## config.mk

```make
export PLATFORM = sky130hd
export DESIGN_NAME = video_interrupt_pacer_rate_meter_top
export DESIGN_NICKNAME = d
export VERILOG_FILES = /design/src/rtl/vipm_pkg.sv /design/src/rtl/vipm_div.sv /design/src/rtl/vipm_dp.sv /design/src/rtl/vipm_ctrl.sv /design/src/rtl/video_interrupt_pacer_rate_meter_top.sv
export SDC_FILE = /design/constraint.sdc
export NUM_CORES = 2
export LEC_CHECK = 0
export ABC_AREA = 1
export BUFFER_PORTS_ARGS = -buffer_cell sky130_fd_sc_hd__clkbuf_2
export CORE_AREA = 8 8 360 292
export CTS_BUF_LIST = sky130_fd_sc_hd__clkbuf_2 sky130_fd_sc_hd__clkbuf_4 sky130_fd_sc_hd__clkbuf_8
export DETAILED_ROUTE_END_ITERATION = 7
export DIE_AREA = 0 0 368 300
export PLACE_DENSITY = 0.7
export SLEW_MARGIN = 25
export SYNTH_ARGS = -nofsm -noshare
export SYNTH_HDL_FRONTEND = slang
export SYNTH_SLANG_ARGS = --single-unit
```

## constraint.sdc

```tcl
create_clock -name clk -period 7.5 [get_ports clk]
set_clock_uncertainty 0.05 [all_clocks]
set_input_delay 0.75 -clock clk [delete_from_list [all_inputs] [get_ports clk]]
set_output_delay 0.75 -clock clk [all_outputs]
set_load 0.01 [all_outputs]
```

## src/rtl/vipm_pkg.sv

```systemverilog
// shared types, constants and helper functions of the interrupt pacer and rate meter
`timescale 1ns / 1ps
package vipm_pkg;

    // time and field widths
    localparam int TIME_BITS  = 32;
    localparam int WAIT_W     = 20;
    localparam int RATE_W     = 16;
    localparam int COUNT_W    = 16;
    localparam int PERIOD_W   = 24;
    localparam int PROD_W     = 48;
    localparam int MUL_A_W    = 24;
    localparam int MUL_B_W    = 27;
    localparam int DIV_BITS   = 48;
    localparam int DIV_CNT_W  = $clog2(DIV_BITS);
    localparam int CFG_AW     = 4;
    localparam int CFG_DW     = 32;

    // timing constants
    localparam logic [TIME_BITS-1:0] WINDOW_US   = 32'd500000;
    localparam logic [TIME_BITS-1:0] IDLE_US     = 32'd1000000;
    localparam logic [TIME_BITS-1:0] WAIT_LIMIT  = 32'd1000000;
    localparam logic [MUL_B_W-1:0]   CENTI_SCALE = 27'd100000000;
    localparam logic [RATE_W-1:0]    SAT16       = 16'hFFFF;
    localparam logic [PERIOD_W-1:0]  PERIOD_MAX  = 24'hFFFFFF;
    localparam logic [PERIOD_W-1:0]  PERIOD_RESET = 24'd16667;

    // region rates
    localparam logic [5:0] HZ_PAL  = 6'd50;
    localparam logic [5:0] HZ_NTSC = 6'd60;

    // register reset values
    localparam logic [9:0] PCT_DEFAULT = 10'd100;
    localparam logic [1:0] LIMIT_RESET = 2'd1;

    // event codes
    localparam logic [1:0] FUNC_VI    = 2'd0;
    localparam logic [1:0] FUNC_FRAME = 2'd1;
    localparam logic [1:0] FUNC_TICK  = 2'd2;

    // pacing modes
    localparam logic [1:0] LIMIT_OFF   = 2'd0;
    localparam logic [1:0] LIMIT_FRAME = 2'd2;

    // register indexes
    localparam logic [1:0] REG_COUNTRY = 2'd0;
    localparam logic [1:0] REG_USE_PCT = 2'd1;
    localparam logic [1:0] REG_SPEED   = 2'd2;
    localparam logic [1:0] REG_LIMIT   = 2'd3;

    // datapath operations
    localparam int OP_W = 4;
    localparam logic [OP_W-1:0] OP_NONE       = 4'd0;
    localparam logic [OP_W-1:0] OP_PER_MUL    = 4'd1;
    localparam logic [OP_W-1:0] OP_PER_START  = 4'd2;
    localparam logic [OP_W-1:0] OP_PER_WAIT   = 4'd3;
    localparam logic [OP_W-1:0] OP_VI_M1      = 4'd4;
    localparam logic [OP_W-1:0] OP_VI_M2      = 4'd5;
    localparam logic [OP_W-1:0] OP_VI_T       = 4'd6;
    localparam logic [OP_W-1:0] OP_FRAME      = 4'd7;
    localparam logic [OP_W-1:0] OP_TICK       = 4'd8;
    localparam logic [OP_W-1:0] OP_WIN        = 4'd9;
    localparam logic [OP_W-1:0] OP_RATE_MUL   = 4'd10;
    localparam logic [OP_W-1:0] OP_RATE_START = 4'd11;
    localparam logic [OP_W-1:0] OP_RATE_WAIT  = 4'd12;

    typedef struct packed {
        logic [OP_W-1:0] op;
        logic            in_take;
        logic            out_load;
    } cmd_t;

    typedef struct packed {
        logic [1:0] func;
        logic       den_zero;
        logic       win_rate;
        logic       div_done;
        logic       out_free;
    } status_t;

    // pal region codes run at 50 hz
    function automatic logic [5:0] region_hz(input logic [7:0] code);
        logic [5:0] hz;
        case (code)
            8'h44, 8'h46, 8'h49, 8'h50,
            8'h53, 8'h55, 8'h58, 8'h59: hz = HZ_PAL;
            default:                    hz = HZ_NTSC;
        endcase
        return hz;
    endfunction

    function automatic logic [COUNT_W-1:0] sat_inc(input logic [COUNT_W-1:0] v);
        return (v != SAT16) ? v + 16'd1 : v;
    endfunction

endpackage

```

## src/rtl/vipm_div.sv

```systemverilog
// restoring divider, one quotient bit per cycle
`timescale 1ns / 1ps
module vipm_div (
    input  logic                                 clk,
    input  logic                                 rst_n,
    input  logic                                 start,
    input  logic [vipm_pkg::DIV_BITS-1:0]        dividend,
    input  logic [vipm_pkg::TIME_BITS-1:0]       divisor,
    output logic                                 done,
    output logic [vipm_pkg::DIV_BITS-1:0]        quotient
);

    logic                              busy_reg, busy_next;
    logic                              done_reg, done_next;
    logic [vipm_pkg::DIV_CNT_W-1:0]    cnt_reg, cnt_next;
    logic [vipm_pkg::TIME_BITS-1:0]    rem_reg, rem_next;
    logic [vipm_pkg::DIV_BITS-1:0]     quo_reg, quo_next;
    logic [vipm_pkg::TIME_BITS-1:0]    dvs_reg, dvs_next;

    logic [vipm_pkg::TIME_BITS:0]      shifted;
    logic [vipm_pkg::TIME_BITS:0]      trial;
    logic                              fits;

    assign shifted = {rem_reg, quo_reg[vipm_pkg::DIV_BITS-1]};
    assign trial   = shifted - {1'b0, dvs_reg};
    assign fits    = shifted >= {1'b0, dvs_reg};

    always_comb
    begin
        busy_next = busy_reg;
        done_next = 1'b0;
        cnt_next  = cnt_reg;
        rem_next  = rem_reg;
        quo_next  = quo_reg;
        dvs_next  = dvs_reg;
        if (start)
        begin
            busy_next = 1'b1;
            cnt_next  = '0;
            rem_next  = '0;
            quo_next  = dividend;
            dvs_next  = divisor;
        end
        else if (busy_reg)
        begin
            rem_next = fits ? trial[vipm_pkg::TIME_BITS-1:0]
                            : shifted[vipm_pkg::TIME_BITS-1:0];
            quo_next = {quo_reg[vipm_pkg::DIV_BITS-2:0], fits};
            cnt_next = cnt_reg + 1'b1;
            if (cnt_reg == vipm_pkg::DIV_CNT_W'(vipm_pkg::DIV_BITS - 1))
            begin
                busy_next = 1'b0;
                done_next = 1'b1;
            end
        end
    end

    always_ff @(posedge clk or negedge rst_n)
    begin
        if (!rst_n)
        begin
            busy_reg <= 1'b0;
            done_reg <= 1'b0;
            cnt_reg  <= '0;
        end
        else
        begin
            busy_reg <= busy_next;
            done_reg <= done_next;
            cnt_reg  <= cnt_next;
        end
    end

    always_ff @(posedge clk)
    begin
        rem_reg <= rem_next;
        quo_reg <= quo_next;
        dvs_reg <= dvs_next;
    end

    assign done     = done_reg;
    assign quotient = quo_reg;

endmodule

```

## src/rtl/vipm_dp.sv

```systemverilog
// datapath: configuration and state registers, shared multiplier, divider, result register
`timescale 1ns / 1ps
module vipm_dp (
    input  logic                               clk,
    input  logic                               rst_n,
    input  vipm_pkg::cmd_t                     cmd,
    output vipm_pkg::status_t                  status,
    input  logic [1:0]                         func,
    input  logic [vipm_pkg::TIME_BITS-1:0]     now_us,
    input  logic                               cfg_we,
    input  logic [1:0]                         cfg_idx,
    input  logic [vipm_pkg::CFG_DW-1:0]        cfg_wdata,
    output logic [vipm_pkg::CFG_DW-1:0]        cfg_rdata,
    input  logic                               out_stall,
    output logic                               out_valid,
    output logic [vipm_pkg::WAIT_W-1:0]        wait_us,
    output logic [vipm_pkg::RATE_W-1:0]        frame_rate_centi,
    output logic [vipm_pkg::RATE_W-1:0]        vi_rate_centi
);

    localparam int TB = vipm_pkg::TIME_BITS;
    localparam int CW = vipm_pkg::COUNT_W;
    localparam int RW = vipm_pkg::RATE_W;
    localparam int PW = vipm_pkg::PERIOD_W;

    // configuration
    logic [7:0]    country_reg, country_next;
    logic          use_reg, use_next;
    logic [9:0]    speed_reg, speed_next;
    logic [1:0]    limit_reg, limit_next;

    // pacing and metering state
    logic [PW-1:0] period_reg, period_next;
    logic [CW-1:0] vi_count_reg, vi_count_next;
    logic [CW-1:0] vi_wc_reg, vi_wc_next;
    logic [TB-1:0] vi_ws_reg, vi_ws_next;
    logic [TB-1:0] vi_last_reg, vi_last_next;
    logic          flag_reg, flag_next;
    logic [CW-1:0] fr_count_reg, fr_count_next;
    logic [TB-1:0] fr_ws_reg, fr_ws_next;
    logic [RW-1:0] fr_rate_reg, fr_rate_next;
    logic [RW-1:0] vi_rate_reg, vi_rate_next;
    logic [TB-1:0] fr_last_reg, fr_last_next;

    // working registers of the current item
    logic [1:0]                   func_reg, func_next;
    logic [TB-1:0]                cur_reg, cur_next;
    logic [vipm_pkg::WAIT_W-1:0]  wait_reg, wait_next;
    logic                         hit_reg, hit_next;
    logic [vipm_pkg::PROD_W-1:0]  prod_reg, prod_next;

    // result register
    logic                         ov_reg, ov_next;
    logic [vipm_pkg::WAIT_W-1:0]  ow_reg, ow_next;
    logic [RW-1:0]                ofr_reg, ofr_next;
    logic [RW-1:0]                ovr_reg, ovr_next;

    // shared multiplier
    logic [vipm_pkg::MUL_A_W-1:0] mul_a;
    logic [vipm_pkg::MUL_B_W-1:0] mul_b;
    logic [vipm_pkg::MUL_A_W+vipm_pkg::MUL_B_W-1:0] mul_p;

    // divider
    logic                           div_start;
    logic [vipm_pkg::DIV_BITS-1:0]  div_dvd;
    logic [TB-1:0]                  div_dvs;
    logic                           div_done;
    logic [vipm_pkg::DIV_BITS-1:0]  div_q;

    logic          sel_vi;
    logic [TB-1:0] ws_sel;
    logic [CW-1:0] cnt_sel;
    logic [TB-1:0] elapsed;
    logic          ahead;
    logic          pace_en;
    logic [TB-1:0] vi_dif;
    logic [TB-1:0] target;
    logic [TB-1:0] pace_diff;
    logic [9:0]    pct;
    logic [15:0]   den;
    logic [RW-1:0] rate_q;
    logic [PW-1:0] period_q;
    logic          out_free;

    assign sel_vi    = func_reg == vipm_pkg::FUNC_VI;
    assign ws_sel    = sel_vi ? vi_ws_reg : fr_ws_reg;
    assign cnt_sel   = sel_vi ? vi_count_reg : fr_count_reg;
    assign elapsed   = cur_reg - ws_sel;
    assign ahead     = ws_sel > cur_reg;
    assign pace_en   = (limit_reg != vipm_pkg::LIMIT_OFF)
                     && !((limit_reg == vipm_pkg::LIMIT_FRAME) && !flag_reg);
    assign vi_dif    = cur_reg - vi_last_reg;
    assign target    = vi_ws_reg + prod_reg[TB-1:0];
    assign pace_diff = target - cur_reg;
    assign pct       = use_reg ? speed_reg : vipm_pkg::PCT_DEFAULT;
    assign den       = prod_reg[15:0];
    assign rate_q    = (div_q[vipm_pkg::DIV_BITS-1:RW] != '0) ? vipm_pkg::SAT16
                                                              : div_q[RW-1:0];
    assign period_q  = (div_q[vipm_pkg::DIV_BITS-1:PW] != '0) ? vipm_pkg::PERIOD_MAX
                                                              : div_q[PW-1:0];
    assign out_free  = !ov_reg || !out_stall;

    // operand select for the one multiplier
    always_comb
    begin
        mul_a = '0;
        mul_b = '0;
        case (cmd.op)
            vipm_pkg::OP_PER_MUL:
            begin
                mul_a = {18'd0, vipm_pkg::region_hz(country_reg)};
                mul_b = {17'd0, pct};
            end
            vipm_pkg::OP_VI_M1:
            begin
                mul_a = period_reg;
                mul_b = {10'd0, {1'b0, vi_wc_reg} + 17'd1};
            end
            vipm_pkg::OP_VI_M2:
            begin
                mul_a = period_reg;
                mul_b = {11'd0, vi_count_reg};
            end
            vipm_pkg::OP_RATE_MUL:
            begin
                mul_a = {8'd0, cnt_sel};
                mul_b = vipm_pkg::CENTI_SCALE;
            end
            default:
            begin
                mul_a = '0;
                mul_b = '0;
            end
        endcase
    end

    assign mul_p = mul_a * mul_b;

    always_comb
    begin
        country_next  = country_reg;
        use_next      = use_reg;
        speed_next    = speed_reg;
        limit_next    = limit_reg;
        period_next   = period_reg;
        vi_count_next = vi_count_reg;
        vi_wc_next    = vi_wc_reg;
        vi_ws_next    = vi_ws_reg;
        vi_last_next  = vi_last_reg;
        flag_next     = flag_reg;
        fr_count_next = fr_count_reg;
        fr_ws_next    = fr_ws_reg;
        fr_rate_next  = fr_rate_reg;
        vi_rate_next  = vi_rate_reg;
        fr_last_next  = fr_last_reg;
        func_next     = func_reg;
        cur_next      = cur_reg;
        wait_next     = wait_reg;
        hit_next      = hit_reg;
        prod_next     = prod_reg;
        div_start     = 1'b0;
        div_dvd       = prod_reg;
        div_dvs       = elapsed;

        if (cmd.in_take)
        begin
            func_next = func;
            cur_next  = now_us;
            wait_next = '0;
        end

        case (cmd.op)
            vipm_pkg::OP_PER_MUL:
            begin
                prod_next = mul_p[vipm_pkg::PROD_W-1:0];
            end
            vipm_pkg::OP_PER_START:
            begin
                // rounded to nearest, half up
                div_dvd = {21'd0, vipm_pkg::CENTI_SCALE} + {33'd0, den[15:1]};
                div_dvs = {16'd0, den};
                if (den == '0)
                    period_next = vipm_pkg::PERIOD_MAX;
                else
                    div_start = 1'b1;
            end
            vipm_pkg::OP_PER_WAIT:
            begin
                if (div_done)
                    period_next = period_q;
            end
            vipm_pkg::OP_VI_M1:
            begin
                prod_next     = mul_p[vipm_pkg::PROD_W-1:0];
                vi_count_next = vipm_pkg::sat_inc(vi_count_reg);
            end
            vipm_pkg::OP_VI_M2:
            begin
                hit_next  = pace_en && ({16'd0, vi_dif} < prod_reg);
                prod_next = mul_p[vipm_pkg::PROD_W-1:0];
                if ((limit_reg != vipm_pkg::LIMIT_OFF) && !pace_en)
                    vi_wc_next = vipm_pkg::sat_inc(vi_wc_reg);
            end
            vipm_pkg::OP_VI_T:
            begin
                if (hit_reg)
                begin
                    // time moves on to the target even when no wait is reported
                    if (!pace_diff[TB-1] && (pace_diff != '0)
                        && (pace_diff < vipm_pkg::WAIT_LIMIT))
                        wait_next = pace_diff[vipm_pkg::WAIT_W-1:0];
                    cur_next = target;
                end
                if (pace_en)
                begin
                    flag_next  = 1'b0;
                    vi_wc_next = '0;
                end
            end
            vipm_pkg::OP_FRAME:
            begin
                fr_count_next = vipm_pkg::sat_inc(fr_count_reg);
                flag_next     = 1'b1;
                fr_last_next  = cur_reg;
            end
            vipm_pkg::OP_TICK:
            begin
                if ((cur_reg - fr_last_reg) > vipm_pkg::IDLE_US)
                    fr_rate_next = '0;
                if ((cur_reg - vi_last_reg) > vipm_pkg::IDLE_US)
                    vi_rate_next = '0;
            end
            vipm_pkg::OP_WIN:
            begin
                if (sel_vi)
                    vi_last_next = cur_reg;
                // window start ahead of now: restart without a rate
                if (ahead)
                begin
                    if (sel_vi)
                    begin
                        vi_ws_next    = cur_reg;
                        vi_count_next = '0;
                    end
                    else
                    begin
                        fr_ws_next    = cur_reg;
                        fr_count_next = '0;
                    end
                end
            end
            vipm_pkg::OP_RATE_MUL:
            begin
                prod_next = mul_p[vipm_pkg::PROD_W-1:0];
            end
            vipm_pkg::OP_RATE_START:
            begin
                div_start = 1'b1;
            end
            vipm_pkg::OP_RATE_WAIT:
            begin
                if (div_done)
                begin
                    if (sel_vi)
                    begin
                        vi_rate_next  = rate_q;
                        vi_ws_next    = cur_reg;
                        vi_count_next = '0;
                    end
                    else
                    begin
                        fr_rate_next  = rate_q;
                        fr_ws_next    = cur_reg;
                        fr_count_next = '0;
                    end
                end
            end
            default:
            begin
                prod_next = prod_reg;
            end
        endcase

        if (cfg_we)
        begin
            case (cfg_idx)
                vipm_pkg::REG_COUNTRY:
                begin
                    country_next = cfg_wdata[7:0];
                    flag_next    = 1'b0;
                end
                vipm_pkg::REG_USE_PCT:
                begin
                    use_next  = cfg_wdata[0];
                    flag_next = 1'b0;
                end
                vipm_pkg::REG_SPEED:
                begin
                    speed_next = cfg_wdata[9:0];
                    flag_next  = 1'b0;
                end
                vipm_pkg::REG_LIMIT:
                begin
                    limit_next = cfg_wdata[1:0];
                end
                default:
                begin
                    limit_next = limit_reg;
                end
            endcase
        end
    end

    // result register
    always_comb
    begin
        ov_next  = ov_reg;
        ow_next  = ow_reg;
        ofr_next = ofr_reg;
        ovr_next = ovr_reg;
        if (cmd.out_load)
        begin
            ov_next  = 1'b1;
            ow_next  = wait_reg;
            ofr_next = fr_rate_reg;
            ovr_next = vi_rate_reg;
        end
        else if (ov_reg && !out_stall)
        begin
            ov_next = 1'b0;
        end
    end

    always_comb
    begin
        case (cfg_idx)
            vipm_pkg::REG_COUNTRY: cfg_rdata = {24'd0, country_reg};
            vipm_pkg::REG_USE_PCT: cfg_rdata = {31'd0, use_reg};
            vipm_pkg::REG_SPEED:   cfg_rdata = {22'd0, speed_reg};
            vipm_pkg::REG_LIMIT:   cfg_rdata = {30'd0, limit_reg};
            default:               cfg_rdata = '0;
        endcase
    end

    always_ff @(posedge clk or negedge rst_n)
    begin
        if (!rst_n)
        begin
            country_reg  <= '0;
            use_reg      <= 1'b0;
            speed_reg    <= vipm_pkg::PCT_DEFAULT;
            limit_reg    <= vipm_pkg::LIMIT_RESET;
            period_reg   <= vipm_pkg::PERIOD_RESET;
            vi_count_reg <= '0;
            vi_wc_reg    <= '0;
            vi_ws_reg    <= '0;
            vi_last_reg  <= '0;
            flag_reg     <= 1'b0;
            fr_count_reg <= '0;
            fr_ws_reg    <= '0;
            fr_rate_reg  <= '0;
            vi_rate_reg  <= '0;
            fr_last_reg  <= '0;
            ov_reg       <= 1'b0;
        end
        else
        begin
            country_reg  <= country_next;
            use_reg      <= use_next;
            speed_reg    <= speed_next;
            limit_reg    <= limit_next;
            period_reg   <= period_next;
            vi_count_reg <= vi_count_next;
            vi_wc_reg    <= vi_wc_next;
            vi_ws_reg    <= vi_ws_next;
            vi_last_reg  <= vi_last_next;
            flag_reg     <= flag_next;
            fr_count_reg <= fr_count_next;
            fr_ws_reg    <= fr_ws_next;
            fr_rate_reg  <= fr_rate_next;
            vi_rate_reg  <= vi_rate_next;
            fr_last_reg  <= fr_last_next;
            ov_reg       <= ov_next;
        end
    end

    always_ff @(posedge clk)
    begin
        func_reg <= func_next;
        cur_reg  <= cur_next;
        wait_reg <= wait_next;
        hit_reg  <= hit_next;
        prod_reg <= prod_next;
        ow_reg   <= ow_next;
        ofr_reg  <= ofr_next;
        ovr_reg  <= ovr_next;
    end

    vipm_div u_div (
        .clk      (clk),
        .rst_n    (rst_n),
        .start    (div_start),
        .dividend (div_dvd),
        .divisor  (div_dvs),
        .done     (div_done),
        .quotient (div_q)
    );

    assign status.func     = func_reg;
    assign status.den_zero = den == '0;
    assign status.win_rate = !ahead && (elapsed >= vipm_pkg::WINDOW_US);
    assign status.div_done = div_done;
    assign status.out_free = out_free;

    assign out_valid        = ov_reg;
    assign wait_us          = ow_reg;
    assign frame_rate_centi = ofr_reg;
    assign vi_rate_centi    = ovr_reg;

endmodule

```

## src/rtl/vipm_ctrl.sv

```systemverilog
// controller state machine sequencing the datapath for each item and period update
`timescale 1ns / 1ps
module vipm_ctrl (
    input  logic               clk,
    input  logic               rst_n,
    input  logic               in_valid,
    input  logic               cfg_recalc,
    input  vipm_pkg::status_t  status,
    output vipm_pkg::cmd_t     cmd,
    output logic               in_stall
);

    localparam logic [3:0] ST_IDLE       = 4'd0;
    localparam logic [3:0] ST_DISPATCH   = 4'd1;
    localparam logic [3:0] ST_PER_MUL    = 4'd2;
    localparam logic [3:0] ST_PER_START  = 4'd3;
    localparam logic [3:0] ST_PER_WAIT   = 4'd4;
    localparam logic [3:0] ST_VI_M1      = 4'd5;
    localparam logic [3:0] ST_VI_M2      = 4'd6;
    localparam logic [3:0] ST_VI_T       = 4'd7;
    localparam logic [3:0] ST_FRAME      = 4'd8;
    localparam logic [3:0] ST_TICK       = 4'd9;
    localparam logic [3:0] ST_WIN        = 4'd10;
    localparam logic [3:0] ST_RATE_MUL   = 4'd11;
    localparam logic [3:0] ST_RATE_START = 4'd12;
    localparam logic [3:0] ST_RATE_WAIT  = 4'd13;
    localparam logic [3:0] ST_FIN        = 4'd14;

    logic [3:0] state_reg, state_next;
    logic       pending_reg, pending_next;
    logic       take;

    assign in_stall = (state_reg != ST_IDLE) || pending_reg;
    assign take     = in_valid && !in_stall;

    always_comb
    begin
        state_next   = state_reg;
        pending_next = pending_reg || cfg_recalc;
        cmd.op       = vipm_pkg::OP_NONE;
        cmd.in_take  = 1'b0;
        cmd.out_load = 1'b0;
        case (state_reg)
            ST_IDLE:
            begin
                if (pending_reg)
                begin
                    state_next   = ST_PER_MUL;
                    pending_next = cfg_recalc;
                end
                else if (take)
                begin
                    cmd.in_take = 1'b1;
                    state_next  = ST_DISPATCH;
                end
            end
            ST_DISPATCH:
            begin
                case (status.func)
                    vipm_pkg::FUNC_VI:    state_next = ST_VI_M1;
                    vipm_pkg::FUNC_FRAME: state_next = ST_FRAME;
                    vipm_pkg::FUNC_TICK:  state_next = ST_TICK;
                    default:              state_next = ST_FIN;
                endcase
            end
            ST_PER_MUL:
            begin
                cmd.op     = vipm_pkg::OP_PER_MUL;
                state_next = ST_PER_START;
            end
            ST_PER_START:
            begin
                cmd.op     = vipm_pkg::OP_PER_START;
                state_next = status.den_zero ? ST_IDLE : ST_PER_WAIT;
            end
            ST_PER_WAIT:
            begin
                cmd.op = vipm_pkg::OP_PER_WAIT;
                if (status.div_done)
                    state_next = ST_IDLE;
            end
            ST_VI_M1:
            begin
                cmd.op     = vipm_pkg::OP_VI_M1;
                state_next = ST_VI_M2;
            end
            ST_VI_M2:
            begin
                cmd.op     = vipm_pkg::OP_VI_M2;
                state_next = ST_VI_T;
            end
            ST_VI_T:
            begin
                cmd.op     = vipm_pkg::OP_VI_T;
                state_next = ST_WIN;
            end
            ST_FRAME:
            begin
                cmd.op     = vipm_pkg::OP_FRAME;
                state_next = ST_WIN;
            end
            ST_TICK:
            begin
                cmd.op     = vipm_pkg::OP_TICK;
                state_next = ST_FIN;
            end
            ST_WIN:
            begin
                cmd.op     = vipm_pkg::OP_WIN;
                state_next = status.win_rate ? ST_RATE_MUL : ST_FIN;
            end
            ST_RATE_MUL:
            begin
                cmd.op     = vipm_pkg::OP_RATE_MUL;
                state_next = ST_RATE_START;
            end
            ST_RATE_START:
            begin
                cmd.op     = vipm_pkg::OP_RATE_START;
                state_next = ST_RATE_WAIT;
            end
            ST_RATE_WAIT:
            begin
                cmd.op = vipm_pkg::OP_RATE_WAIT;
                if (status.div_done)
                    state_next = ST_FIN;
            end
            ST_FIN:
            begin
                if (status.out_free)
                begin
                    cmd.out_load = 1'b1;
                    state_next   = ST_IDLE;
                end
            end
            default:
            begin
                state_next = ST_IDLE;
            end
        endcase
    end

    always_ff @(posedge clk or negedge rst_n)
    begin
        if (!rst_n)
        begin
            state_reg   <= ST_IDLE;
            pending_reg <= 1'b0;
        end
        else
        begin
            state_reg   <= state_next;
            pending_reg <= pending_next;
        end
    end

endmodule

```

## src/rtl/video_interrupt_pacer_rate_meter_top.sv

```systemverilog
// top level of the video interrupt pacer and rate meter
//
// usage:
//   input channel (in_valid / in_stall, func, now_us) carries one timestamped
//   event per item: vertical interrupt, frame drawn or idle tick
//   output channel (out_valid / out_stall) returns exactly one item per input
//   item: wait_us (nonzero only for a paced interrupt) plus both measured rates
//   an item is accepted on a clock edge with valid high and stall low
//   apb port holds the region code, speed-percent enable, speed percent and
//   pacing mode at byte addresses 0, 4, 8, 12; pready is always high
// sequencing:
//   one item at a time; when a rate window closes the item also uses the shared
//   divider; a write to any of the first three registers recomputes the target
//   period on the same divider and holds in_stall meanwhile
// reset:
//   rst_n clears the control, pacing and rate state; registers return to
//   their defaults, period is 16667 us, rates read zero and no item is pending
// back pressure:
//   the result waits in the output register while out_stall is high; the next
//   item is already accepted and worked on, and only its final load waits
`timescale 1ns / 1ps
module video_interrupt_pacer_rate_meter_top (
    input  logic                               clk,
    input  logic                               rst_n,
    // event input
    input  logic                               in_valid,
    output logic                               in_stall,
    input  logic [1:0]                         func,
    input  logic [vipm_pkg::TIME_BITS-1:0]     now_us,
    // result output
    output logic                               out_valid,
    input  logic                               out_stall,
    output logic [vipm_pkg::WAIT_W-1:0]        wait_us,
    output logic [vipm_pkg::RATE_W-1:0]        frame_rate_centi,
    output logic [vipm_pkg::RATE_W-1:0]        vi_rate_centi,
    // register port
    input  logic                               psel,
    input  logic                               penable,
    input  logic                               pwrite,
    input  logic [vipm_pkg::CFG_AW-1:0]        paddr,
    input  logic [vipm_pkg::CFG_DW-1:0]        pwdata,
    output logic [vipm_pkg::CFG_DW-1:0]        prdata,
    output logic                               pready
);

    vipm_pkg::cmd_t    cmd;
    vipm_pkg::status_t status;
    logic              cfg_we;
    logic [1:0]        cfg_idx;
    logic              cfg_recalc;

    // word addressed registers, written in the access phase
    assign pready     = 1'b1;
    assign cfg_idx    = paddr[3:2];
    assign cfg_we     = psel && penable && pwrite && pready;
    // anything but the pacing mode changes the target period
    assign cfg_recalc = cfg_we && (cfg_idx != vipm_pkg::REG_LIMIT);

    vipm_ctrl u_ctrl (
        .clk        (clk),
        .rst_n      (rst_n),
        .in_valid   (in_valid),
        .cfg_recalc (cfg_recalc),
        .status     (status),
        .cmd        (cmd),
        .in_stall   (in_stall)
    );

    vipm_dp u_dp (
        .clk              (clk),
        .rst_n            (rst_n),
        .cmd              (cmd),
        .status           (status),
        .func             (func),
        .now_us           (now_us),
        .cfg_we           (cfg_we),
        .cfg_idx          (cfg_idx),
        .cfg_wdata        (pwdata),
        .cfg_rdata        (prdata),
        .out_stall        (out_stall),
        .out_valid        (out_valid),
        .wait_us          (wait_us),
        .frame_rate_centi (frame_rate_centi),
        .vi_rate_centi    (vi_rate_centi)
    );

    // one item in flight: the input closes right after an acceptance
    a_one_in_flight: assert property (@(posedge clk) disable iff (!rst_n)
        in_valid && !in_stall |=> in_stall)
        else $error("input accepted while an item is in flight");

    // a reported wait never reaches one second
    a_wait_range: assert property (@(posedge clk) disable iff (!rst_n)
        out_valid |-> wait_us < 20'd1000000)
        else $error("wait out of range");

    // a period update blocks new items until it is done
    a_recalc_blocks: assert property (@(posedge clk) disable iff (!rst_n)
        cfg_recalc |=> in_stall)
        else $error("input open during period update");

endmodule

```

Word-level counts from Yosys, hierarchy flattened
Index checks and enable logic that the tools add are counted.

word-level totals
  output and inout bits = 87
  word-level logic and storage cells = 260
  input bits = 77
  bits in registers = 535

operators by class
  mux-type cells = 87
  order comparisons = 7
  multipliers = 1
  equal/unequal tests = 62
  add/subtract/negate cells = 12
  reductions and logical operators = 58

operator list
  operator                 number
  $mux W32                 11
  $mux W16                 20
  $sub A32 B32 Y32         5
  $mux W48                 3
  $pmux W32 S2             2
  $pmux W32 S4             1
  $pmux W27 S4             1
  $pmux W16 S2             3
  $pmux W16 S3             2
  $mux W20                 4
  $mux W24                 3
  $pmux W24 S3             1
  $eq A8 B7 Y1 const B     8
  $gt A32 B20 Y1 const B   2
  $reduce_bool A32 Y1      2
  $pmux W4 S14             1
  $add A16 B1 Y16 const B  3
  $eq A4 B4 Y1 const B     12
  $lt A32 B48 Y1           1
  $mul A24 B27 Y48         1
  $ne A16 B16 Y1 const B   3
  $pmux W24 S2             1
  $pmux W4 S12             1
  $ge A33 B32 Y1           1
  other kinds (40)         135

Logic depth before layout (Yosys ltp)
  word-level depth = 11
  mapped depth = 39
  gate-level depth less buffers = 38

Hierarchy
From an unflattened synthesis, not the netlist that was laid out.

unflattened totals
  cell total of the unflattened synthesis = 7894
  area, all modules = 56860.8 µm²

modules (own cells, without submodules)
  module                                cells each  seq. area each (µm²)  times used  area each (µm²)
  vipm_dp                               6723        10527.6               1           48651.7
  vipm_div                              1064        3243.1                1           7574.8
  vipm_ctrl                             100         125.1                 1           595.6
  video_interrupt_pacer_rate_meter_top  7           0.0                   1           38.8

Worst setup path before layout
No wires, ideal clock.

  path kind = flip-flop to flip-flop
  start point = reg u_dp.func_reg[0]
  end point = reg u_dp.prod_reg[41] (netlist name), data pin
  data arrival time = 7454 ps
  clock period less this slack = 7766 ps
  path buffers = 2
  slack = -266 ps
  cell stages (with the launch flop) = 35
  data required time = 7188 ps
  library setup time = 262 ps
  path through = edfxtp_1 > inv_1 > ha_1 > inv_1 > clkbuf_1 > nor2_1 > nor3_1 > inv_1 > nand3_1 > buf_2 > nand2_1 > fa_1 > inv_1 > fa_1 > inv_1 > fa_1 > inv_1 > fa_1 > inv_1 > fa_1 > inv_1 > fa_1 > inv_1 > fa_1 > inv_1 > ha_1 > a21oi_1 > inv_1 > a31oi_1 > o21ai_0 > a21oi_1 > o21ai_1 > a21boi_0 > o21ai_1 > xor2_1

on the way
  cells in the longest elaborated chain, start to end = 4

RTL lines
  item                     RTL line        RTL
  from (decl)              vipm_dp.sv:46   logic [1:0] func_reg, func_next;
  from (signal assigned)   vipm_dp.sv:389  func_reg <= func_next;
  $logic_not A2 Y1         vipm_dp.sv:85   assign sel_vi = func_reg == vipm_pkg::FUNC_VI;
  $mux W16                 vipm_dp.sv:87   assign cnt_sel = sel_vi ? vi_count_reg : fr_count_reg;
  $pmux W24 S3             vipm_dp.sv:108  case (cmd.op)
  $mul A24 B27 Y48         vipm_dp.sv:137  assign mul_p = mul_a * mul_b;
  net u_dp.mul_p, one bit  vipm_dp.sv:61   logic [vipm_pkg::MUL_A_W+vipm_pkg::MUL_B_W-1:0] mul_p;
  to (signal assigned)     vipm_dp.sv:393  prod_reg <= prod_next;
  to (decl)                vipm_dp.sv:50   logic [vipm_pkg::PROD_W-1:0] prod_reg, prod_next;

The timed path passes the listed nets, and every way through them passes these cells.
A chain may end at the register's enable or synchronous reset.

Worst setup path after layout
  start point = reg u_dp.vi_wc_reg[1]
  end point = reg u_dp.prod_reg[44] (netlist name), data pin

on the way
  cells in the longest elaborated chain, start to end = 3

RTL lines
  item                     RTL line        RTL
  from (decl)              vipm_dp.sv:35   logic [CW-1:0] vi_wc_reg, vi_wc_next;
  from (signal assigned)   vipm_dp.sv:374  vi_wc_reg <= vi_wc_next;
  $add A16 B1 Y17          vipm_dp.sv:117  mul_b = {10'd0, {1'b0, vi_wc_reg} + 17'd1};
  $pmux W27 S4             vipm_dp.sv:108
  $mul A24 B27 Y48         vipm_dp.sv:137
  net u_dp.mul_p, one bit  vipm_dp.sv:61

The timed path passes the listed nets, and every way through them passes these cells.

==> impl_metrics.json <==
{
  "die_area_mm2": 0.110,
  "peakVddDrop_mv": 0.497,
  "nets": 8695,
  "yosysWarnings": 0,
  "avgRoutedWirePerCell_um": 19.6,
  "rsz0062_at_grt": "yes",
  "final-setup-viol-count": 25,
  "initial_utilization": 0.545,
  "maxCapViolCount": 0,
  "grt_overflow": 0,
  "crit_start": "u_dp.vi_wc_reg[1]",
  "slowest_stage": "fa_1",
  "fillers": 9004,
  "drtPass1Iterations": 6,
  "min_period_over_period": 1.05,
  "synth_top_cells_by_area": "fa_1 17%, nand2_1 12%, dfrtp_1 12%",
  "drt-total-wl_um": 179000,
  "slew_viol_final": 0,
  "slowest_delay_ps": 560,
  "endpoint_kind": "flip-flop",
  "drc": 0,
  "track_usage": 0.316,
  "antenna_found_initial": 7,
  "regToRegStartpoint": "u_dp.vi_wc_reg[1]",
  "crit_type": "flip-flop to flip-flop",
  "fin_ws_ps": -397,
  "dieWidth_um": 368,
  "synth-seq-cells": 535,
  "place_hpwl_um": 147000,
  "clk_pin_slew_ps": 70,
  "syn_inst": 7184,
  "synth_top_area_frac": 0.172,
  "cts_hold_repair.buffers": 0,
  "status": "complete, but fails checks",
  "postSynth.asyncResetShare": 0.501,
  "via_count": 49500,
  "grt_pass1_vias": 47500,
  "worst_pin_slew_ps": 1110,
  "place_ws_ps": -597,
  "root_buffer": "clkbuf_8",
  "maxSlewHeadroom": 0.262,
  "rows": 104,
  "final_cell_mix": "1,738 x nand2_1, 1,401 x inv_1, 565 x nor2_1",
  "syn_avg_cell_area_um2": 7.54,
  "hp-class": "input port to async pin",
  "p_leak_nw": 32.6,
  "power_density_mw_per_mm2": 453,
  "cts_buffer_depth": 3,
  "fp.coreArea_mm2": 0.0994,
  "port_buffers": 116,
  "synth_area_mm2": 0.0542,
  "dp_cells": 8914,
  "cts_tree": "yes",
  "hold_ws_ps": 38.4,
  "worstPathMaxFanout": 6,
  "grt_start_max_net_pins": 111,
  "grt_pass1_wl_um": 273000,
  "max_freq_mhz": 127,
  "synth-edff-count": 183,
  "clock_latency_ps": 770,
  "cts.sinks": 535,
  "drt_iter0_markers": 4771,
  "cts_buffers": 89,
  "synth_top_flop_cell": "dfrtp_1",
  "final-hold-violation-count": 0,
  "violations": "setup timing",
  "required_ps": 7950,
  "htree_levels": 3,
  "worstPathArrival_ps": 8340,
  "fin_tns_setup_ps": -5860,
  "stdcell_count": 9132,
  "min_period_ps": 7900,
  "synth_cell_types": 70,
  "drive_gt1_frac": 0.139,
  "yosys.area.top_type": "fa_1",
  "syn_to_final_growth_pct": 16.4,
  "antenna_left": 0,
  "die_y_um": 300,
  "place_congestion": 1.01,
  "viasPerCell": 5.42,
  "final_common_cell": "nand2_1",
  "path_common_cell": "fa_1",
  "io_pins": 164,
  "startpoint_type": "flip-flop",
  "seq_area_frac_synth": 0.256
}
routing by layer:
metal | wire length [um] | track usage
met1 | 80600 | 0.468
met2 | 74400 | 0.459
met3 | 20500 | 0.0907
met4 | 3670 | 0.0656
met5 | 28 | 0
synth_stat cells (all sizes together) (6+ instances only):
library cell / number
o22ai: 12
a21oi: 373
xnor2: 73
o21bai: 18
ha: 426
o31ai: 9
a22oi: 7
o21ai: 465
mux2i: 30
inv: 1473
a21o: 14
o221ai: 9
fa: 466
nand4: 60
nor2: 613
nand3b: 35
or2: 6
nand3: 273
nor3: 75
o211ai: 23
nand2: 1787
dfstp: 10
clkbuf: 78
clkinv: 7
o21a: 13
nor4: 21
dfxtp: 84
a21boi: 10
a31oi: 31
dfrtp: 258
edfxtp: 183
xor2: 94
buf: 102
nor3b: 7
path summary, 6_finish.rpt:
check                                 endpoint  slack [ps]  cells past startpoint
min in group clk              u_dp.func_reg[1]         120                      1
max                          u_dp.prod_reg[44]        -400                     41
max reg2reg                  u_dp.prod_reg[44]        -400                     41
max in group asynchronous    u_dp.vi_ws_reg[3]        6060                      2
min                        u_dp.fr_rate_reg[3]          40                      1
min reg2reg                    u_dp.wait_us[1]         370                      0
cells by family after synthesis:
logic type,after synthesis,synth area share
AOI/OAI and AO/OA,1010,0.102
adders and majority gates,892,0.270
muxes,30,0.00554
buffers and inverters,1660,0.119
DFF,535,0.256
and+or+nand+nor,2888,0.219
other,2,0.000139
xor gates and xnor gates,167,0.0270
final cells by class:
type / count / area [um^2] / area share
multi-input cells: 5045 / 35500 / 0.562
well taps: 1325 / 1660 / 0.0263
diodes: 5 / 12.5 / 0.000198
clock inverters: 33 / 328 / 0.00520
clock buffers: 134 / 1660 / 0.0264
repair buffers: 575 / 4500 / 0.0713
inverters: 1480 / 5580 / 0.0885
flip-flops and latches: 535 / 13900 / 0.220
through the flow:
step	power (mW)	util	cell area [um^2]
6_report	28.6	0.635	63100
5_1_grt	31.0	0.635	63100
3_5_place_dp	24.6	0.597	59300
4_1_cts	27.8	0.623	62000
3_3_place_gp	24.4	0.597	59300
2_1_floorplan	18.2	-	54500
critical path: cells and delay by family, from the launching register on:
family,cells,cell delay [ps]
AO/OA/AOI/OAI,3,330
AND/OR/NAND/NOR,14,1300
adder cells (fa/ha/maj),9,3960
XOR/XNOR,1,130
flip-flops,1,350
buffers and inverters,14,1470
power breakdown:
part           switching, mW  internal (mW)
registers              0.880           4.33
clock network           1.33           1.61
logic                   13.6           6.82
timing repair:
action                                  CTS  global route
gates resized for setup                 123           236
pin swaps                                39           103
endpoints found under the setup margin   30            30
setup buffers                            14            33
cloned                                    1             3
Note: power is estimated with default switching activity, not from simulation.
